--- src/rtl/cltg_pkg.sv ---
// ----------------------------------------------------------------------------
// cltg_pkg
// Shared constants for the class label timeout gate.
// ----------------------------------------------------------------------------
package cltg_pkg;

  // default sizes
  localparam int TableEntriesDef = 16;
  localparam int LabelBitsDef    = 8;

  // fixed field widths
  localparam int LabelW   = 8;   // class_label / filtered_label
  localparam int TimeW    = 32;  // time counter and timer start
  localparam int TimeoutW = 31;  // timeout_ticks register

  localparam logic [TimeoutW-1:0] TimeoutReset = TimeoutW'(100);

  // configuration register indexes
  localparam logic RegTimeout = 1'b0;
  localparam logic RegMode    = 1'b1;

  // input word kinds (tuser)
  localparam logic ActTick  = 1'b0;
  localparam logic ActLabel = 1'b1;

  // mode_select codes
  localparam logic ModeShared = 1'b0;
  localparam logic ModeIndep  = 1'b1;

endpackage

--- src/rtl/cltg_ram.sv ---
// ----------------------------------------------------------------------------
// cltg_ram
// Generic single-write, single-read RAM with registered read data.
// ----------------------------------------------------------------------------
module cltg_ram #(
  parameter int WIDTH = 40,
  parameter int DEPTH = 16,
  localparam int AW = (DEPTH > 1) ? $clog2(DEPTH) : 1
) (
  input  logic             clk_i,
  input  logic             we_i,
  input  logic [AW-1:0]    waddr_i,
  input  logic [WIDTH-1:0] wdata_i,
  input  logic             re_i,
  input  logic [AW-1:0]    raddr_i,
  output logic [WIDTH-1:0] rdata_o
);

  logic [WIDTH-1:0] mem_q [DEPTH];
  logic [WIDTH-1:0] rdata_q;

  always_ff @(posedge clk_i) begin
    if (we_i) begin
      mem_q[waddr_i] <= wdata_i;
    end
    if (re_i) begin
      rdata_q <= mem_q[raddr_i];
    end
  end

  assign rdata_o = rdata_q;

endmodule

--- src/rtl/class_label_timeout_gate.sv ---
// ----------------------------------------------------------------------------
// class_label_timeout_gate
// Gates classifier labels by tick-based timeouts, shared or per label.
// ----------------------------------------------------------------------------
// Usage:
//  - Input stream (s_*): tuser = 0 is a tick word, tuser = 1 a label word
//    whose label sits in tdata. Ticks give no output; each label word gives
//    exactly one output word (m_*): gated label in tdata, table-full flag
//    in tuser.
//  - Timing: ticks are taken while idle. A label word scans the timer table
//    through the single read port of the table RAM, one entry per cycle:
//    entry 0 only in shared mode, all TABLE_ENTRIES entries in independent
//    mode, and a decide step then writes the result register. One word is
//    in flight at a time; the next is taken once the block is back in idle.
//  - The result is held in an output register; ticks are still taken while
//    it waits. A further label word stalls in its final step until the
//    receiver has taken the pending result.
//  - Reset clears the time counter, all entry valid bits and the output.
//    No clearing pass: valid bits are flip-flops, RAM contents are only
//    read behind a valid bit.
//  - Config writes (cfg_we_i) take effect at once and clear all timers;
//    write only while idle.
// ----------------------------------------------------------------------------
module class_label_timeout_gate #(
  parameter int TABLE_ENTRIES = cltg_pkg::TableEntriesDef,
  parameter int LABEL_BITS    = cltg_pkg::LabelBitsDef
) (
  input  logic                          clk_i,
  input  logic                          rst_ni,
  // config write port
  input  logic                          cfg_we_i,
  input  logic                          cfg_idx_i,
  input  logic [cltg_pkg::TimeoutW-1:0] cfg_wdata_i,
  // input stream
  input  logic                          s_tvalid_i,
  output logic                          s_tready_o,
  input  logic [cltg_pkg::LabelW-1:0]   s_tdata_i,   // [7:0] class_label
  input  logic                          s_tuser_i,   // [0] action
  // output stream
  output logic                          m_tvalid_o,
  input  logic                          m_tready_i,
  output logic [cltg_pkg::LabelW-1:0]   m_tdata_o,   // [7:0] filtered_label
  output logic                          m_tuser_o    // [0] table_full
);

  localparam int IW = (TABLE_ENTRIES > 1) ? $clog2(TABLE_ENTRIES) : 1;
  localparam int EW = cltg_pkg::TimeW + LABEL_BITS;   // {start, label}
  localparam logic [IW-1:0] LastIdx = IW'(TABLE_ENTRIES - 1);

  // state codes
  localparam logic [1:0] S_IDLE   = 2'd0;
  localparam logic [1:0] S_SCAN   = 2'd1;
  localparam logic [1:0] S_DECIDE = 2'd2;

  logic [1:0]                    state_q, state_d;
  logic [cltg_pkg::TimeoutW-1:0] timeout_q;
  logic                          mode_q;
  logic [cltg_pkg::TimeW-1:0]    time_q;
  logic [TABLE_ENTRIES-1:0]      valid_q, valid_d;
  logic [LABEL_BITS-1:0]         label_q;

  // scan bookkeeping
  logic [IW:0]   cnt_q, cnt_d;
  logic          pvld_q, pvld_d;
  logic [IW-1:0] pidx_q, pidx_d;
  logic          match_q, match_d;
  logic [IW-1:0] match_idx_q, match_idx_d;
  logic          match_rch_q, match_rch_d;
  logic          free_q, free_d;
  logic [IW-1:0] free_idx_q, free_idx_d;

  // output register
  logic                       out_vld_q, out_vld_d;
  logic [LABEL_BITS-1:0]      out_label_q, out_label_d;
  logic                       out_full_q, out_full_d;

  // RAM
  logic          ram_we, ram_re;
  logic [IW-1:0] ram_waddr, ram_raddr;
  logic [EW-1:0] ram_wdata, ram_rdata;

  logic                       s_acc;
  logic [IW-1:0]              scan_last;
  logic                       issuing;
  logic [LABEL_BITS-1:0]      ent_label;
  logic [cltg_pkg::TimeW-1:0] ent_start, elapsed;
  logic                       ent_v, ent_rch, ent_hit;
  logic                       label_nz;
  logic                       out_free;

  cltg_ram #(
    .WIDTH (EW),
    .DEPTH (TABLE_ENTRIES)
  ) u_ram (
    .clk_i   (clk_i),
    .we_i    (ram_we),
    .waddr_i (ram_waddr),
    .wdata_i (ram_wdata),
    .re_i    (ram_re),
    .raddr_i (ram_raddr),
    .rdata_o (ram_rdata)
  );

  assign s_tready_o = (state_q == S_IDLE);
  assign s_acc      = s_tvalid_i && s_tready_o;

  // shared mode only looks at entry 0
  assign scan_last = (mode_q == cltg_pkg::ModeIndep) ? LastIdx : '0;
  assign issuing   = (state_q == S_SCAN) && (cnt_q <= {1'b0, scan_last});
  assign ram_re    = issuing;
  assign ram_raddr = cnt_q[IW-1:0];

  // entry under test, in the cycle after its read
  assign ent_label = ram_rdata[LABEL_BITS-1:0];
  assign ent_start = ram_rdata[EW-1:LABEL_BITS];
  assign elapsed   = time_q - ent_start;   // modular
  assign ent_rch   = (elapsed >= {1'b0, timeout_q});
  assign ent_v     = valid_q[pidx_q];
  assign label_nz  = (label_q != '0);
  assign ent_hit   = ent_v && label_nz && (ent_label == label_q);

  assign out_free  = !out_vld_q || m_tready_i;

  always_comb begin
    state_d     = state_q;
    valid_d     = valid_q;
    cnt_d       = cnt_q;
    pvld_d      = 1'b0;
    pidx_d      = pidx_q;
    match_d     = match_q;
    match_idx_d = match_idx_q;
    match_rch_d = match_rch_q;
    free_d      = free_q;
    free_idx_d  = free_idx_q;
    out_vld_d   = out_vld_q && !m_tready_i;
    out_label_d = out_label_q;
    out_full_d  = out_full_q;
    ram_we      = 1'b0;
    ram_waddr   = '0;
    ram_wdata   = {time_q, label_q};

    unique case (state_q)
      S_IDLE: begin
        if (s_acc && (s_tuser_i == cltg_pkg::ActLabel)) begin
          state_d = S_SCAN;
          cnt_d   = '0;
          match_d = 1'b0;
          free_d  = 1'b0;
        end
      end

      S_SCAN: begin
        if (issuing) begin
          cnt_d  = cnt_q + 1'b1;
          pvld_d = 1'b1;
          pidx_d = cnt_q[IW-1:0];
        end
        if (pvld_q) begin
          if (mode_q == cltg_pkg::ModeShared) begin
            if (ent_v) begin
              match_d     = 1'b1;
              match_idx_d = pidx_q;
              match_rch_d = ent_rch;
            end
          end else begin
            if (ent_hit) begin
              match_d     = 1'b1;
              match_idx_d = pidx_q;
              match_rch_d = ent_rch;
            end else begin
              // expired or empty: entry ends up free
              if (ent_v && ent_rch) begin
                valid_d[pidx_q] = 1'b0;
              end
              if ((!ent_v || ent_rch) && !free_d) begin
                free_d     = 1'b1;
                free_idx_d = pidx_q;
              end
            end
          end
          if (pidx_q == scan_last) begin
            state_d = S_DECIDE;
          end
        end
      end

      S_DECIDE: begin
        if (out_free) begin
          state_d     = S_IDLE;
          out_vld_d   = 1'b1;
          out_full_d  = 1'b0;
          out_label_d = label_q;
          if (mode_q == cltg_pkg::ModeShared) begin
            if (match_q && !match_rch_q) begin
              out_label_d = '0;
            end else if (!label_nz) begin
              valid_d[0]  = 1'b0;
              out_label_d = '0;
            end else begin
              ram_we     = 1'b1;
              ram_waddr  = '0;
              valid_d[0] = 1'b1;
            end
          end else begin
            if (!label_nz) begin
              out_label_d = '0;
            end else if (match_q) begin
              if (!match_rch_q) begin
                out_label_d = '0;
              end else begin
                ram_we     = 1'b1;
                ram_waddr  = match_idx_q;
              end
            end else if (free_q) begin
              ram_we              = 1'b1;
              ram_waddr           = free_idx_q;
              valid_d[free_idx_q] = 1'b1;
            end else begin
              out_full_d = 1'b1;
            end
          end
        end
      end

      default: begin
        state_d = S_IDLE;
      end
    endcase
  end

  always_ff @(posedge clk_i or negedge rst_ni) begin
    if (!rst_ni) begin
      state_q   <= S_IDLE;
      timeout_q <= cltg_pkg::TimeoutReset;
      mode_q    <= cltg_pkg::ModeShared;
      time_q    <= '0;
      valid_q   <= '0;
      pvld_q    <= 1'b0;
      out_vld_q <= 1'b0;
    end else begin
      state_q   <= state_d;
      pvld_q    <= pvld_d;
      out_vld_q <= out_vld_d;
      if (s_acc && (s_tuser_i == cltg_pkg::ActTick)) begin
        time_q <= time_q + 1'b1;
      end
      if (cfg_we_i) begin
        // any register write drops all timers
        valid_q <= '0;
        unique case (cfg_idx_i)
          cltg_pkg::RegTimeout: timeout_q <= cfg_wdata_i;
          cltg_pkg::RegMode:    mode_q    <= cfg_wdata_i[0];
          default: ;
        endcase
      end else begin
        valid_q <= valid_d;
      end
    end
  end

  // payload registers
  always_ff @(posedge clk_i) begin
    if (s_acc) begin
      label_q <= LABEL_BITS'(s_tdata_i);
    end
    cnt_q       <= cnt_d;
    pidx_q      <= pidx_d;
    match_q     <= match_d;
    match_idx_q <= match_idx_d;
    match_rch_q <= match_rch_d;
    free_q      <= free_d;
    free_idx_q  <= free_idx_d;
    out_label_q <= out_label_d;
    out_full_q  <= out_full_d;
  end

  assign m_tvalid_o = out_vld_q;
  assign m_tdata_o  = cltg_pkg::LabelW'(out_label_q);
  assign m_tuser_o  = out_full_q;

endmodule

--- config.mk ---
export PLATFORM = sky130hd
export DESIGN_NAME = class_label_timeout_gate
export DESIGN_NICKNAME = d
export VERILOG_FILES = /design/src/rtl/cltg_pkg.sv /design/src/rtl/cltg_ram.sv /design/src/rtl/class_label_timeout_gate.sv
export SDC_FILE = /design/constraint.sdc
export NUM_CORES = 1
export LEC_CHECK = 0
export BUFFER_PORTS_ARGS = -buffer_cell sky130_fd_sc_hd__buf_2
export CAP_MARGIN = 10
export CORE_MARGIN = 2
export CORE_UTILIZATION = 35
export CTS_CLUSTER_DIAMETER = 50
export DETAILED_ROUTE_END_ITERATION = 7
export PLACE_DENSITY_LB_ADDON = 0.1
export SLEW_MARGIN = 20
export SYNTH_ARGS = -nofsm -noshare
export SYNTH_HDL_FRONTEND = slang
export SYNTH_SLANG_ARGS = --single-unit
export TNS_END_PERCENT = 100
--- constraint.sdc ---
create_clock -name clk_i -period 6.78 [get_ports clk_i]
set_input_delay 0.339 -clock clk_i [delete_from_list [all_inputs] [get_ports clk_i]]
set_output_delay 0.339 -clock clk_i [all_outputs]
set_load 0.05 [all_outputs]
* After elaboration in Yosys (flattened, before gate mapping)
Memory sizes are Yosys's and may differ from the RTL's. A register that Yosys moved wholly into a read port is not among the register bits.
Index checks and enable logic that the tools add are counted.
** Storage, ports and cells
- Flip-flop bits (word level) :: 121
- Bits in writable memories :: 640
- Input bits :: 46
- Output and inout port bits :: 11
- Word-level logic and storage cells :: 175
- Memories kept :: 1
** Memories
- u_ram.mem_q :: depth 16, bits a word 40, read ports 1, clocked after Yosys merged registers in 1, write ports 1, RTL line cltg_ram.sv:19 : logic [WIDTH-1:0] mem_q [DEPTH];
** Operators by class
- Add/subtract/negate cells :: 3
- Order comparisons :: 6
- Equality and inequality tests :: 28
- Multiplexer cells :: 74
- Bitwise operators :: 8
- Reductions and logical operators :: 37
** Operator list (count)
- two-way mux 16 bit :: 9
- two-way mux 8 bit :: 6
- two-way mux 4 bit :: 11
- two-way mux 1 bit :: 33
- adder 32 x 1 -> 32 bit, second input constant :: 1
- greater-or-equal comparator 32 x 31 -> 1 bit :: 1
- case mux 16 bit (2 select lines) :: 1
- subtractor 32 bit :: 1
- != test 3 bit, second input constant :: 10
- AND reduction 10 bit :: 2
- bitwise AND 16 bit :: 1
- != test 4 bit, second input constant :: 4
- inverter 16 bit :: 1
- bitwise OR 16 bit :: 1
- two-way mux 15 bit :: 1
- logical AND 1 bit :: 12
- < comparator 4 x 5 -> 1 bit, second input constant :: 2
- two-way mux 5 bit :: 2
- != test 2 bit, second input constant :: 5
- case mux 5 bit (2 select lines) :: 1
- AND reduction 5 bit :: 2
- demux 1 bit (select 4 bit) :: 2
- equality test 8 bit :: 1
- greater-or-equal comparator 4 x 1 -> 1 bit, second input constant :: 2
- 23 further kinds :: 44

* Depth between registers and ports, before layout
- Depth after elaboration :: 12
- Depth in mapped cells :: 24
- Mapped depth without buffers :: 23

* Modules after synthesis
Synthesis repeated with hierarchy kept, for this count alone.
** Unflattened totals
- Cell total of the unflattened synthesis :: 1876
- Area, all modules :: 33409.5 sq um
** Modules (own cells, without submodules)
- cltg_ram :: times used 1, cells an instance 1040, area an instance 25532.0 sq um, seq. area each 20419.6 sq um
- class_label_timeout_gate :: times used 1, cells an instance 836, area an instance 7877.6 sq um, seq. area each 3216.8 sq um

* Least setup slack after synthesis
No wires, ideal clock.
- Kind :: register to register
- From :: register cnt_q[0]
- To :: register cnt_q[0] (enable)
- Setup time :: 0.320 ns
- Arrival :: 5.610 ns
- Required time :: 6.460 ns
- Slack :: 0.850 ns
- Stages on the path, launching flop included :: 9
- Buffers on the path :: 3
- Clock period less this slack :: 5.930 ns
- Cells stage by stage :: edfxtp_1 clkbuf_1 buf_2 buf_1 inv_1 ha_1 nand4_1 a211oi_1 nand2b_1
** Between the ends
- Cells in the longest elaborated chain, start to end :: 4
** RTL lines
- start, declared :: RTL line class_label_timeout_gate.sv:63 : logic [IW:0] cnt_q, cnt_d;
- start signal, assigned :: RTL line class_label_timeout_gate.sv:266 : cnt_q <= cnt_d;
- <= comparator 5 x 4 -> 1 bit :: RTL line class_label_timeout_gate.sv:109 : assign issuing = (state_q == S_SCAN) && (cnt_q <= {1'b0, scan_last});
- logical AND 1 bit :: RTL line class_label_timeout_gate.sv:109
- net issuing :: RTL line class_label_timeout_gate.sv:84 : logic issuing;
- != test 2 bit (no source line)
- AND reduction 3 bit (no source line)
The timed path passes the listed nets, and every way through them passes these cells.
A chain may end at the register's enable or synchronous reset.

* Worst setup path in the final report
- From :: register time_q[0] (netlist name)
- To :: register valid_q[9]
** Between the ends
- Cells in the longest elaborated chain, start to end :: 5
** RTL lines
- start, declared :: RTL line class_label_timeout_gate.sv:58 : logic [cltg_pkg::TimeW-1:0] time_q;
- start signal, assigned :: RTL line class_label_timeout_gate.sv:245 : time_q <= time_q + 1'b1;
- subtractor 32 bit :: RTL line class_label_timeout_gate.sv:116 : assign elapsed = time_q - ent_start;
- greater-or-equal comparator 32 x 31 -> 1 bit :: RTL line class_label_timeout_gate.sv:117 : assign ent_rch = (elapsed >= {1'b0, timeout_q});
- logical AND 1 bit :: RTL line class_label_timeout_gate.sv:172 : if (ent_v && ent_rch) begin
- != test 3 x 2 -> 1 bit (no source line)
- AND reduction 10 bit (no source line)
- end signal, assigned :: RTL line class_label_timeout_gate.sv:256 : valid_q <= valid_d;
- end, declared :: RTL line class_label_timeout_gate.sv:59 : logic [TABLE_ENTRIES-1:0] valid_q, valid_d;
Every way passes these cells.

==> qor.yml <==
outcome: "completed"
synth-edff-count: 717
async_flop_share_pct: 10.5
port_buffers: 56
core-area_um2: 93700
rsz0062_at_grt: "false"
drc: 0
num_rows: 112
max-vdd-ir-drop_v: 0.000292
post-route-period-util_pct: 84.6
synth_area_um2: 33200
vias_per_cell: 5.17
clock-sinks: 801
slew_headroom_pct: 24.7
layout.nets: 2068
clock_latency_ps: 650
die_w_um: 312
fillers: 8367
stdcell_count: 3291
hp-class: "in2reg"
synth_cell_types: 65
grt_pass1_wl_um: 124000
syn-num-nets: 1908
powerDensity_nw_per_um2: 363
die_h_um: 312
cts_resized: 0
vias: 17000
dieArea_um2: 97400
p_leak_nw: 12.3
clk_pin_slew_worst_paths_ps: 60
drv_slew: 0
pin_count: 57
ys_warn_count: 0
clockBufferDepth: 3
drt_iter0_markers: 1320
track_usage_pct: 17.4
grt_pass1_vias: 17900
reg2reg_setup_slack_ps: 1050
hold_viol_final: 0
grt_max_degree: 76
yosysSeqAreaShare_pct: 71.2
grt_overflow_total: 0
start_util_pct: 35.4
root_buffer: "clkbuf_16"
path_max_fanout: 20
crit_path_end_kind: "flop"
cts_buffers: 100
finalSetupViolCount: 0
route.antenna.remaining_nets: 0
finalClockSkew_ps: 19.5
place.gp.congestion: 0.800
worstSetupPathType: "reg2reg"
drv_cap: 0
antenna_found_initial: 1
cp-start-kind: "flop"
dp_hpwl_um: 47000
worst_slew_pin_slew_ps: 1120
fin_crit_ps: 5730
area_delta_synth_final_pct: 16.9
routedWlPerCell_um: 25.4
required_ps: 7360
max_freq_mhz: 174
arrival_ps: 6320
antenna_cells: 0
synth_ff_type: "edfxtp_1"
cts_max_level: 3
fin_tns_setup_ps: 0
ys_ff_latch: 801
first_pass_iters: 6
synthCells: 1793
finalWirelength_um: 83600
layout-drive-gt1-share_pct: 23.4
place_inst: 3064
syn_avg_cell_area_um2: 18.5
tritoncts: "done"
-- cell usage after synthesis (all sizes together), types with 27 or more instances --
master	n	area, um2
o21ai	60	312
xnor2	41	359
clkbuf	51	191
edfxtp	717	21500
nor2	59	224
xor2	27	236
a21oi	61	305
ha	68	851
inv	76	285
nand2	95	364
mux4	205	4630
dfrtp	81	2030
-- path summary, 6_finish.rpt --
check | from | to | cells past startpoint
setup / recovery | time_q[0] | valid_q[9] | 20
hold / removal | cfg_idx_i | mode_q | 3
setup reg to reg | time_q[0] | valid_q[9] | 20
hold reg to reg | valid_q[7] | valid_q[7] | 1
max in group asynchronous | rst_ni | time_q[23] | 3
min in group asynchronous | rst_ni | m_tvalid_o | 2
-- layout make-up --
type,instances,area [um2],area share (%)
Inverter,76,285,0.735
Clock inverter,60,598,1.54
Sequential cell,801,23600,60.9
Multi-Input combinational cell,848,9150,23.6
Tap cell,1254,1570,4.04
Clock buffer,126,2670,6.89
Timing Repair Buffer,126,923,2.38
-- power breakdown --
group	internal (W)	switching [W]	total, W
clock network	0.00312	0.00210	0.00522
registers	0.00572	0.000267	0.00599
logic	0.00124	0.00166	0.00289
total	0.0101	0.00403	0.0141
-- layout by cell type, fill, tap and decap left out, drive strengths merged, types with 41 or more instances in the layout --
cell / count
edfxtp: 717
mux4: 205
clkbuf: 126
nand2: 95
inv: 88
buf: 85
dfrtp: 81
ha: 68
a21oi: 61
o21ai: 60
nor2: 59
xnor2: 41
dlygate4sd3: 41
-- what timing repair did --
action | 4_1_cts | 5_1_grt
endpoints found under the setup margin | 0 | 0
endpoints found under the hold margin | 68 | 0
buffers inserted | 0 | 0
hold buffers | 41 | 0
-- cells by family (layout without fill, tap and decap cells) --
family / Yosys count / count (layout) / share of synthesized area, %
XOR/XNOR: 68 / 68 / 1.79
multiplexers: 208 / 208 / 14.0
adder cells (fa/ha/maj): 69 / 69 / 2.62
AO/OA/AOI/OAI: 226 / 226 / 4.56
flip-flops: 801 / 801 / 71.2
AND/OR/NAND/NOR: 277 / 277 / 4.09
buffers and inverters: 144 / 388 / 1.72
-- layer usage --
metal	up-vias	part of all wire, %	track usage, %	wire [um]
met2	357	47	27.3	39200
met4	0	1.9	4.26	1560
met3	107	4.1	2.56	3450
li1	7528	-	-	-
met5	-	0	0	0
met1	9027	47	25.4	39500
-- flip-flops by register name, indices dropped and copies added, names as in the netlist --
register / count
label_q: 8
m_tvalid_o: 1
timeout_q: 31
m_tuser_o: 1
pvld_q: 1
pidx_q: 4
u_ram.mem_q: 640
valid_q: 16
free_q: 1
m_tdata_o: 8
free_idx_q: 4
match_rch_q: 1
match_idx_q: 4
time_q: 32
cnt_q: 5
mode_q: 1
u_ram.rdata_o: 40
state_q: 2
match_q: 1
-- per-stage QoR --
step                      total power (W)  hold WS [ps]  worst slack (ps)  utilization [%]  cell area (um2)
after global placement            0.00903           302              1060             37.5            35200
after floorplan                   0.00813          43.4               850                -            33200
after detailed placement          0.00903           308              1090             37.5            35200
after CTS                          0.0143          7.71              1030             41.4            38800
after global routing               0.0148          26.2               552             41.4            38800
final                              0.0141          55.4              1050             41.4            38800
-- critical path, cell delays in order, from the launching register on --
cell and delay [ps]:
dfrtp_1 590, inv_1 190, ha_1 180, inv_1 50
fa_1 410, a211oi_1 230, o21bai_1 170, o22ai_1 270
nor2b_1 80, o21ai_0 160, nand2b_1 100, xor2_1 150
ha_1 300, a211oi_1 470, o211ai_1 160, a21oi_1 200
a211oi_1 110, o41ai_4 700, o21ai_4 240, nor2_2 640
o22a_1 270
Power figures use the tool's default switching activity.
